===== src/rtl/pttsu_pkg.sv =====
// Shared types and codes for the periodic task tick scheduler.
package pttsu_pkg;

  // Command codes carried by request_t.command.
  localparam logic [1:0] CMD_REGISTER = 2'd0;
  localparam logic [1:0] CMD_TICK     = 2'd1;
  localparam logic [1:0] CMD_ADJUST   = 2'd2;
  localparam logic [1:0] CMD_UNUSED   = 2'd3;

  // Result kinds carried by result_t.kind.
  localparam logic [1:0] KIND_ACK    = 2'd0;
  localparam logic [1:0] KIND_FIRED  = 2'd1;
  localparam logic [1:0] KIND_IDLE   = 2'd2;
  localparam logic [1:0] KIND_ADJUST = 2'd3;

  // Register ack status.
  localparam logic STATUS_OK   = 1'b0;
  localparam logic STATUS_FULL = 1'b1;

  // Most fired results reported for one tick.
  localparam int MAX_RESULTS = 32;
  localparam int FIRE_CNT_W  = 6;

  typedef struct packed {
    logic [1:0]  command;
    logic [15:0] period;
    logic [15:0] run_threshold;
    logic [15:0] sleep_ticks;
  } request_t;

  typedef struct packed {
    logic [1:0] kind;
    logic       status;
    logic [4:0] task_index;
    logic       last;
  } result_t;

  // Controller to datapath commands.
  typedef struct packed {
    logic latch;    // capture the accepted request, rewind the walk
    logic reg_wr;   // append a channel and emit the ack
    logic walk_rd;  // read the channel at the walk index
    logic finish;   // emit the closing result of a tick or adjust
  } ctrl_cmd_t;

  // Datapath to controller status.
  typedef struct packed {
    logic empty;     // no channels in the table
    logic idx_last;  // walk index sits on the last used channel
  } dp_stat_t;

endpackage


===== src/rtl/pttsu_dp.sv =====
// Datapath: channel table memory, walk pipeline, fire tracking and result register.
module pttsu_dp #(
  parameter int MAX_TASKS   = 32,
  parameter int PERIOD_BITS = 16
) (
  input  logic                clk,
  input  logic                rst,
  input  pttsu_pkg::request_t request,
  input  pttsu_pkg::ctrl_cmd_t cmd,
  output pttsu_pkg::dp_stat_t stat,
  output logic                strobe,
  output pttsu_pkg::result_t  result
);

  localparam int IW   = (MAX_TASKS > 1) ? $clog2(MAX_TASKS) : 1;
  localparam int CNTW = $clog2(MAX_TASKS + 1);
  localparam int CW   = (PERIOD_BITS > 16) ? PERIOD_BITS : 16;
  localparam int PB   = PERIOD_BITS;
  localparam int FW   = pttsu_pkg::FIRE_CNT_W;

  pttsu_pkg::request_t req;
  logic [CNTW-1:0]     entry_count;
  logic [IW-1:0]       idx;
  logic [2*PB-1:0]     mem [MAX_TASKS];
  logic [2*PB-1:0]     mem_q;
  logic                s1_vld;
  logic [IW-1:0]       s1_idx;
  logic                pend_vld;
  logic [IW-1:0]       pend_idx;
  logic [FW-1:0]       fire_cnt;

  logic                full;
  logic [CW-1:0]       per_ext;
  logic [PB-1:0]       per_in;
  logic [PB-1:0]       q_per;
  logic [PB-1:0]       q_cd;
  logic [CW-1:0]       q_cd_ext;
  logic [CW-1:0]       sleep_ext;
  logic [CW-1:0]       adj_diff;
  logic                eligible;
  logic                fire;
  logic                fire_keep;
  logic [PB-1:0]       cd_new;
  logic                mem_we;
  logic [IW-1:0]       mem_wa;
  logic [2*PB-1:0]     mem_wd;
  logic                strobe_next;
  pttsu_pkg::result_t  result_next;

  assign full           = (entry_count == CNTW'(MAX_TASKS));
  assign stat.empty     = (entry_count == '0);
  assign stat.idx_last  = ((CNTW'(idx) + CNTW'(1)) == entry_count);

  // Truncate or widen the request period to the stored width.
  assign per_ext = CW'(req.period);
  assign per_in  = per_ext[PB-1:0];

  assign q_per     = mem_q[2*PB-1:PB];
  assign q_cd      = mem_q[PB-1:0];
  assign q_cd_ext  = CW'(q_cd);
  assign sleep_ext = CW'(req.sleep_ticks);
  assign adj_diff  = q_cd_ext - sleep_ext;
  assign eligible  = (CW'(q_per) > CW'(req.run_threshold));

  assign fire      = s1_vld && (req.command == pttsu_pkg::CMD_TICK) && (q_cd == '0);
  assign fire_keep = fire && (fire_cnt < FW'(pttsu_pkg::MAX_RESULTS));

  always_comb begin
    cd_new = q_cd;
    if (req.command == pttsu_pkg::CMD_TICK) begin
      cd_new = (q_cd == '0) ? q_per : (q_cd - PB'(1));
    end else if (eligible) begin
      cd_new = (q_cd_ext > sleep_ext) ? adj_diff[PB-1:0] : '0;
    end
  end

  assign mem_we = (cmd.reg_wr && !full) || s1_vld;
  assign mem_wa = s1_vld ? s1_idx : entry_count[IW-1:0];
  assign mem_wd = s1_vld ? {q_per, cd_new} : {per_in, per_in};

  always_ff @(posedge clk) begin
    if (mem_we) begin
      mem[mem_wa] <= mem_wd;
    end
    if (cmd.walk_rd) begin
      mem_q <= mem[idx];
    end
  end

  always_ff @(posedge clk) begin
    if (cmd.latch) begin
      req <= request;
    end
    if (cmd.latch) begin
      idx <= '0;
    end else if (cmd.walk_rd) begin
      idx <= idx + IW'(1);
    end
    s1_idx <= idx;
    if (fire_keep) begin
      pend_idx <= s1_idx;
    end
    result <= result_next;
  end

  always_ff @(posedge clk) begin
    if (rst) begin
      entry_count <= '0;
      s1_vld      <= 1'b0;
      pend_vld    <= 1'b0;
      fire_cnt    <= '0;
      strobe      <= 1'b0;
    end else begin
      s1_vld <= cmd.walk_rd;
      strobe <= strobe_next;
      if (cmd.reg_wr && !full) begin
        entry_count <= entry_count + CNTW'(1);
      end
      if (cmd.latch) begin
        pend_vld <= 1'b0;
        fire_cnt <= '0;
      end else if (fire_keep) begin
        pend_vld <= 1'b1;
        fire_cnt <= fire_cnt + FW'(1);
      end
    end
  end

  // Result selection: a new firing pushes out the held one as a non-final result.
  always_comb begin
    strobe_next            = 1'b0;
    result_next.kind       = pttsu_pkg::KIND_ACK;
    result_next.status     = pttsu_pkg::STATUS_OK;
    result_next.task_index = '0;
    result_next.last       = 1'b0;
    priority if (cmd.reg_wr) begin
      strobe_next        = 1'b1;
      result_next.last   = 1'b1;
      result_next.status = full ? pttsu_pkg::STATUS_FULL : pttsu_pkg::STATUS_OK;
      result_next.task_index = full ? 5'd0 : 5'(entry_count);
    end else if (cmd.finish) begin
      strobe_next      = 1'b1;
      result_next.last = 1'b1;
      if (pend_vld) begin
        result_next.kind       = pttsu_pkg::KIND_FIRED;
        result_next.task_index = 5'(pend_idx);
      end else if (req.command == pttsu_pkg::CMD_TICK) begin
        result_next.kind = pttsu_pkg::KIND_IDLE;
      end else begin
        result_next.kind = pttsu_pkg::KIND_ADJUST;
      end
    end else if (fire_keep && pend_vld) begin
      strobe_next            = 1'b1;
      result_next.kind       = pttsu_pkg::KIND_FIRED;
      result_next.task_index = 5'(pend_idx);
    end else begin
      strobe_next = 1'b0;
    end
  end

endmodule


===== src/rtl/pttsu_ctrl.sv =====
// Controller: sequences register, tick walk and sleep-adjust walk.
module pttsu_ctrl (
  input  logic                 clk,
  input  logic                 rst,
  input  logic                 start,
  input  logic [1:0]           command,
  input  pttsu_pkg::dp_stat_t  stat,
  output pttsu_pkg::ctrl_cmd_t cmd,
  output logic                 busy
);

  localparam logic [2:0] ST_IDLE = 3'd0;
  localparam logic [2:0] ST_REG  = 3'd1;
  localparam logic [2:0] ST_WALK = 3'd2;
  localparam logic [2:0] ST_WAIT = 3'd3;
  localparam logic [2:0] ST_FIN  = 3'd4;

  logic [2:0] state;
  logic [2:0] state_next;

  assign busy = (state != ST_IDLE);

  always_comb begin
    state_next = state;
    cmd        = '0;
    unique case (state)
      ST_IDLE: begin
        if (start) begin
          cmd.latch = 1'b1;
          unique case (command)
            pttsu_pkg::CMD_REGISTER: state_next = ST_REG;
            pttsu_pkg::CMD_TICK,
            pttsu_pkg::CMD_ADJUST:   state_next = stat.empty ? ST_FIN : ST_WALK;
            default:                 state_next = ST_IDLE;
          endcase
        end
      end
      ST_REG: begin
        cmd.reg_wr = 1'b1;
        state_next = ST_IDLE;
      end
      ST_WALK: begin
        cmd.walk_rd = 1'b1;
        if (stat.idx_last) begin
          state_next = ST_WAIT;
        end
      end
      ST_WAIT: begin
        state_next = ST_FIN;
      end
      ST_FIN: begin
        cmd.finish = 1'b1;
        state_next = ST_IDLE;
      end
      default: begin
        state_next = ST_IDLE;
      end
    endcase
  end

  always_ff @(posedge clk) begin
    if (rst) begin
      state <= ST_IDLE;
    end else begin
      state <= state_next;
    end
  end

endmodule


===== src/rtl/periodic_task_tick_scheduler_unit.sv =====
// Top level of the periodic task tick scheduler: controller plus datapath.
// Register transaction: busy while in ST_REG, which registers the ack into result.
// Tick / adjust: ST_WALK reads one used channel per cycle through one memory read port,
// then ST_WAIT, then ST_FIN registers the closing result (empty table: ST_FIN only).
// A new transaction is taken the cycle busy drops; results cannot be stalled.
// Synchronous reset empties the table; channel storage itself is not cleared.
module periodic_task_tick_scheduler_unit #(
  parameter int MAX_TASKS   = 32,
  parameter int PERIOD_BITS = 16
) (
  input  logic                clk,
  input  logic                rst,
  input  logic                start,
  input  pttsu_pkg::request_t request,
  output logic                busy,
  output logic                strobe,
  output pttsu_pkg::result_t  result
);

  // Command and status between the sequencer and the datapath.
  pttsu_pkg::ctrl_cmd_t cmd;
  pttsu_pkg::dp_stat_t  stat;

  // Sequencer: accept a transaction, then step register or walk phases.
  pttsu_ctrl u_ctrl (
    .clk     (clk),
    .rst     (rst),
    .start   (start),
    .command (request.command),
    .stat    (stat),
    .cmd     (cmd),
    .busy    (busy)
  );

  // Datapath: hold the channel table, walk it one entry per cycle, and
  // drive at most one registered result per cycle. A firing channel is held back
  // until the next firing or the end of the walk decides its last flag.
  pttsu_dp #(
    .MAX_TASKS   (MAX_TASKS),
    .PERIOD_BITS (PERIOD_BITS)
  ) u_dp (
    .clk     (clk),
    .rst     (rst),
    .request (request),
    .cmd     (cmd),
    .stat    (stat),
    .strobe  (strobe),
    .result  (result)
  );

  // Every completed transaction ends with a final result as busy drops.
  a_fall_has_last: assert property (@(posedge clk) disable iff (rst)
    (!$past(rst) && $fell(busy)) |-> (strobe && result.last))
    else $error("busy dropped without a final result");

  // A final result is never followed directly by another result.
  a_last_gap: assert property (@(posedge clk) disable iff (rst)
    (strobe && result.last) |=> !strobe)
    else $error("result strobed right after a final result");

  // A valid command makes the block busy on the next cycle.
  a_start_busy: assert property (@(posedge clk) disable iff (rst)
    (start && !busy && (request.command != pttsu_pkg::CMD_UNUSED)) |=> busy)
    else $error("accepted command did not raise busy");

  // Closing results without a channel carry a zero index and status.
  a_idle_fields: assert property (@(posedge clk) disable iff (rst)
    (strobe && ((result.kind == pttsu_pkg::KIND_IDLE) ||
                (result.kind == pttsu_pkg::KIND_ADJUST)))
      |-> (result.task_index == 5'd0 && result.status == 1'b0 && result.last))
    else $error("idle or adjust result carries channel fields");

endmodule


===== config.mk =====
export PLATFORM = sky130hd
export DESIGN_NAME = periodic_task_tick_scheduler_unit
export DESIGN_NICKNAME = d
export VERILOG_FILES = /design/src/rtl/pttsu_pkg.sv /design/src/rtl/pttsu_dp.sv /design/src/rtl/pttsu_ctrl.sv /design/src/rtl/periodic_task_tick_scheduler_unit.sv
export SDC_FILE = /design/constraint.sdc
export NUM_CORES = 1
export LEC_CHECK = 0
export BUFFER_PORTS_ARGS = -buffer_cell sky130_fd_sc_hd__buf_2
export CAP_MARGIN = 5
export CORE_MARGIN = 4
export CORE_UTILIZATION = 55
export CTS_CLUSTER_DIAMETER = 50
export CTS_CLUSTER_SIZE = 24
export DETAILED_ROUTE_END_ITERATION = 8
export GPL_TIMING_DRIVEN = 0
export PLACE_DENSITY = 0.78
export SYNTH_ARGS = -nofsm -noshare
export SYNTH_HDL_FRONTEND = slang
export SYNTH_SLANG_ARGS = --single-unit

===== constraint.sdc =====
create_clock -name clk -period 11 [get_ports clk]
set_input_delay 2.2 -clock clk [delete_from_list [all_inputs] [get_ports clk]]
set_output_delay 2.2 -clock clk [all_outputs]
set_load 0.05 [all_outputs]

After elaboration in Yosys (flattened, before gate mapping). Memories as Yosys holds them, arrays and structs flattened. A register that Yosys moved wholly into a read port is not among the register bits. Index checks and enable logic that the tools add are counted.

Multiplexer cells: 32. $lt $le $gt $ge: 3. Equal/unequal tests: 11. Reductions and logical operators: 15. Add/subtract/negate cells: 6.

Operators with widths (number): $mux W16 (4); $gt A16 B16 Y1 (2); $mux W32 (1); $mux W5 (5); $logic_not A16 Y1 (1); $sub A16 B1 Y16 const B (1); $sub A16 B16 Y16 (1); $mux W1 (14); $add A6 B1 Y6 const B (2); $mux W3 (3); $pmux W3 S3 (1); $add A5 B1 Y6 const B (1); $eq A3 B2 Y1 const B (2); $eq A6 B6 Y1 (1); $eq A6 B6 Y1 const B (1); $logic_not A6 Y1 (1); $lt A6 B6 Y1 const B (1); $mux W6 (1); $pmux W3 S2 (1); $add A5 B1 Y5 const B (1); $logic_and A1 B1 Y1 (5); $eq A2 B1 Y1 const B (2); $mux W2 (2); $ne A2 B2 Y1 const B (2); other kinds (10) (11).

Register bits after elaboration: 92. Output and inout port bits: 11. Input port bits: 53. Logic and storage cells: 85. Bits in writable memories: 1024. Memories kept: 1.

Memories: u_dp.mem (depth 32, bits a word 32, read ports 1, clocked after Yosys merged registers in 1, wr ports 1, line pttsu_dp.sv:24) `logic [2*PB-1:0] mem [MAX_TASKS];`.

Logic depth before layout (Yosys ltp).
Word-level depth: 8. Mapped depth: 10.

Modules after synthesis. Synthesis repeated with hierarchy kept, for this count alone.

Cells, all modules: 2144. Area, all modules: 45527.4 µm².

By module, submodules not included: pttsu_dp (area each 45302.2 µm², cells each 2120, times used 1); pttsu_ctrl (area each 225.2 µm², cells each 24, times used 1).

Least setup slack after synthesis. OpenSTA, ideal clock, no wires.

Path kind: input -> register. Start: input port start. End: register u_dp.fire_cnt[0]. Required time: 10876 ps. Stages: 5. Arrival time: 6724 ps. Setup time: 124 ps. Path slack: 4152 ps. Buffers on the path: 1. Cells stage by stage: nand2b_1 nor3_1 or2_2 clkbuf_1 nor2_1.

RTL lines: start, declared (line periodic_task_tick_scheduler_unit.sv:13) `input logic start,`; end signal, assigned (line pttsu_dp.sv:124) `fire_cnt <= fire_cnt + FW'(1);`; end, declared (line pttsu_dp.sv:30) `logic [FW-1:0] fire_cnt;`.

Worst setup path in the final report.
Start: register u_dp.mem_q[0], read port of u_dp.mem. End: memory u_dp.mem[8][14] (netlist bit), data pin.

Longest elaborated chain between the ends: 5. Elaborated cells between the ends (all ways): 9. Classes of those cells: add/sub (2); order compare (1); mux (5); reduce/logical (1).

RTL lines: start, declared (line pttsu_dp.sv:25) `logic [2*PB-1:0] mem_q;`; $sub A16 B16 Y16 or $gt A16 B16 Y1 (tied branches) (line pttsu_dp.sv:62, pttsu_dp.sv:73); $mux W16 (line pttsu_dp.sv:73) `cd_new = (q_cd_ext > sleep_ext) ? adj_diff[PB-1:0] : '0;`; $mux W16 (line pttsu_dp.sv:72) `end else if (eligible) begin`; $mux W16 * (line pttsu_dp.sv:70) `if (req.command == pttsu_pkg::CMD_TICK) begin`; $mux W32 * (line pttsu_dp.sv:79) `assign mem_wd = s1_vld ? {q_per, cd_new} : {per_in, per_in};`; net u_dp.mem_wd[14] (line pttsu_dp.sv:46) `logic [2*PB-1:0] mem_wd;`; end, declared (line pttsu_dp.sv:24).

The timed path passes the listed nets; every way through them passes the cells marked *.

==> results.md <==
* Die span in x at 295.5 um
* Comb pwr share at 5.7%
* Max Cap Viol at 0
* Worst Setup SP: u_dp.mem_q[0]
* CP max FO at 32
* Most frequent cells in the layout: 1111 x edfxtp_1, 320 x mux4_2, 87 x clkbuf_16
* Setup CP Type: flip-flop to flip-flop
* Syn Inst Count at ~2100
* Syn avg cell area at 21.43 um^2
* Core Footprint at slightly above 80000 um^2
* RSZ-0062 raised after global routing: false
* GP Congestion at roughly 0.94
* Crit-path cells: inv_1 > ha_1 > fa_1 > nand2b_1 > a21o_1 > a21oi_1 > a221o_1 > o21ai_1 > nor3_2 > a221o_1
* DRC violations left at 0
* Most frequent cell on the critical path: a221o_1
* RR Startpoint: u_dp.mem_q[0]
* Post-synth EDFFs at ~1100
* Largest family of logic cells by synthesized area: multiplexers
* Clock insertion delay at the later pin of the skew report at just under 0.7 ns
* Sink Count at roughly 1100
* Die Area at between 80000 and 90000 um^2
* # Post-CTS Setup Buffers at 0
* Die height at between 200 and 300 um
* Pin count of the biggest net entering global routing at 33
* Peak Freq at ~0.24 GHz
* Slew margin rel. at between 5 and 6%
* Number of global-route vias before repair at between 20000 and 25000
* Most common cell after layout, fill and taps aside: edfxtp_1
* Buf/Inv on CP at 1
* Cells on Worst Hold Path at 0
* Root buf cell: clkbuf_16
* Switch Pwr at ~0.0021 W
* Place WS at ~7 ns
* R2R cell count at 10
* Via Count at approximately 24000
* Post-synth ARST share at 0%
* Critical path data arrival time at ~4.5 ns
* Grt ovf at 0
* Area delta synth->final at 13.09%
* Worst Setup Start Kind: flip-flop
* H-tree depth at 3
* WL per Instance at 34.14 um
* Post-synthesis net count at 2215
* FP Rows at 105
* R2r setup slk at approximately 6.8 ns
* TNS Setup at 0 ns
* Sequential power share at between 50% and 60%
* Status: completed
* Critical Path Stages at 10
* GRT Util Overall at between 20% and 30%
* Primary FF master, synth: edfxtp_1
* Final setup viols at 0
* Post-Synth Adder-Cell Area at 1.145%
* DRT iter0 DRCs at about 3700
* Final Hold Viols at 0
* I/O pin count at 64
* Power Dens Cells at 171.0 nW/um^2
* Critical Path End Type: flip-flop
* Setup ws final at roughly 6.8 ns
* Max rail drop VDD at 0.1558 mV
* Routed WL at 118200 um
* Max-slew violation count at 0
* Worst R2R End: u_dp.mem[8][14]
* Slew @ Worst Pin at approximately 1.4 ns
* Netlist cell types at 70
* PortBufs at 63
* Max clock buf depth at 3
* Register area share after synthesis at between 70 and 80%
* Post-Syn Area at between 40000 and 50000 um^2
* Clock power frac at 38.4%
* TritonCTS Buffers at slightly below 90
* Synth Area in Compound Gates at around 2.2%
* Diode count at 0
* Via/cell ratio at 6.820
* Share of layout cells above drive strength 1 at 30.31%
* Clk pin slew, worst setup/hold paths at 0.08 ns
* First-pass GRT wire length at around 170000 um
* Hold-fix buffers, CTS at 0
* #FFs+latches synth at roughly 1100
* Nets at 2414
* Worst hold path class: flip-flop to flip-flop
* Pint at around 0.0067 W
* Simple-gate share of the synthesized area at under 10%
* Initial antenna violation count at 0
* Post-CTS Resized at 0
* Slowest stage delay, CP at around 1.1 ns
* Initial Utilization at around 55%
* Setup Skew at ~0.031 ns
* First drt pass iteration count at 6
* CTS tree: built
* Synth warn at 0
* Post-synthesis mux area share at roughly 17%
* Slowest stage cell, crit path: a221o_1
* Post-DP HPWL at 77740 um
* Switching Fraction at 23.89%
* Min Tclk post-route at ~4.2 ns
* Final period util at between 30% and 40%
* Critical path's top delay family: compound AO/OA/AOI/OAI gates
* Leakage at 15.88 nW
* Antenna violation net count after detailed routing at 0
* CP Capture Point: u_dp.mem[8][14]
* Min-Delay Startpoint: u_dp.idx[3]
* XOR/XNOR Fraction of Synth Area at 0.6936%
* Critical path required time at 11.28 ns
==> how the worst min path moves through the flow <==
stage                                end  slack (ns)
after floorplan           u_dp.s1_idx[2]        0.33
after global placement    u_dp.s1_idx[3]        0.33
after detailed placement  u_dp.s1_idx[2]        0.33
after CTS                 u_dp.s1_idx[3]        0.35
after global routing      u_dp.s1_idx[3]        0.36
final                     u_dp.s1_idx[3]        0.36
==> cell usage after synthesis (8+ instances only) <==
cell type | count | share of area, %
clkbuf_1 | 50 | 0.41
nand2b_1 | 9 | 0.12
nor3_1 | 13 | 0.14
ha_1 | 40 | 1.1
inv_1 | 45 | 0.37
a221o_1 | 9 | 0.20
dfxtp_1 | 37 | 1.6
xnor2_1 | 20 | 0.39
a31oi_1 | 8 | 0.11
nand2_1 | 62 | 0.51
mux2_2 | 42 | 1.0
o21ai_0 | 25 | 0.28
a21oi_1 | 37 | 0.41
nand3_1 | 11 | 0.12
nor2b_1 | 9 | 0.12
buf_2 | 12 | 0.13
mux4_2 | 320 | 16
buf_4 | 22 | 0.36
xor2_1 | 16 | 0.31
buf_1 | 10 | 0.083
nand4_1 | 13 | 0.18
nor2_1 | 94 | 0.78
edfxtp_1 | 1111 | 73
==> sequential cells by signal, summed over array words and instances (netlist names) <==
| register | flops |
|---|---|
| u_dp.idx | 5 |
| u_dp.entry_count | 6 |
| u_dp.pend_vld | 1 |
| u_dp.mem | 1024 |
| u_dp.mem_q | 32 |
| u_dp.sleep_ext | 16 |
| u_dp.s1_vld | 1 |
| u_dp.req | 18 |
| u_ctrl.state | 3 |
| u_dp.fire_cnt | 6 |
| u_dp.s1_idx | 5 |
| u_dp.per_ext | 16 |
| u_dp.result | 9 |
| u_dp.strobe | 1 |
| u_dp.pend_idx | 5 |
==> layer usage <==
metal | vias to the layer above | wire length, um | track usage (%)
li1 | 9256 | - | -
met1 | 12403 | 43130 | 38.47
met2 | 1674 | 57800 | 44.12
met3 | 279 | 12780 | 5.889
met4 | 0 | 4466 | 9.019
met5 | - | 0 | 0
==> through the flow <==
stage | power [W] | std cells | hold WS [ns] | instance area (um^2) | util, %
final | 0.008792 | 3462 | 0.3554 | 51410 | 62.71
after global routing | 0.009035 | 3462 | 0.3553 | 51410 | 62.71
after CTS | 0.008808 | 3461 | 0.3515 | 51380 | 62.68
after detailed placement | 0.005498 | 3300 | 0.3328 | 48310 | 58.93
after global placement | 0.005451 | 3254 | 0.3327 | 47110 | 57.47
after floorplan | 0.005303 | 2121 | 0.3258 | 45460 | -
==> power by group through the flow <==
| stage | sequential [W] | combinational (W) | clock (W) |
|---|---|---|---|
| final | 0.00491 | 0.000501 | 0.00338 |
| after global routing | 0.00491 | 0.000530 | 0.00359 |
| after CTS | 0.00491 | 0.000492 | 0.00341 |
| after detailed placement | 0.00501 | 0.000487 | 0 |
| after global placement | 0.00502 | 0.000433 | 0 |
| after floorplan | 0.00501 | 0.000293 | 0 |
==> cell type report <==
cell class,instances,area [um^2]
clock inverter,72,888.4
clock buffer,89,2185
multi-input combinational,829,11000
timing repair buffer,110,1225
sequential,1148,34100
tap,1070,1339
fill,5276,30570
inverter,46,172.7
buffer,98,495.5
==> kinds of logic after synthesis <==
family,after synthesis
compound gates,144
mux,367
xor+xnor,36
fa+ha+maj,41
buf+inv,144
simple gates,241
flops,1148
==> worst register-to-register path, stage by stage (launching register included) <==
cell and delay [ns]:
edfxtp_1 0.42, inv_1 0.15, ha_1 0.26, fa_1 0.40
nand2b_1 0.18, a21o_1 0.20, a21oi_1 0.21, a221o_1 0.26
o21ai_1 0.17, nor3_2 0.48, a221o_1 1.11
Power figures use the tool's default switching activity.
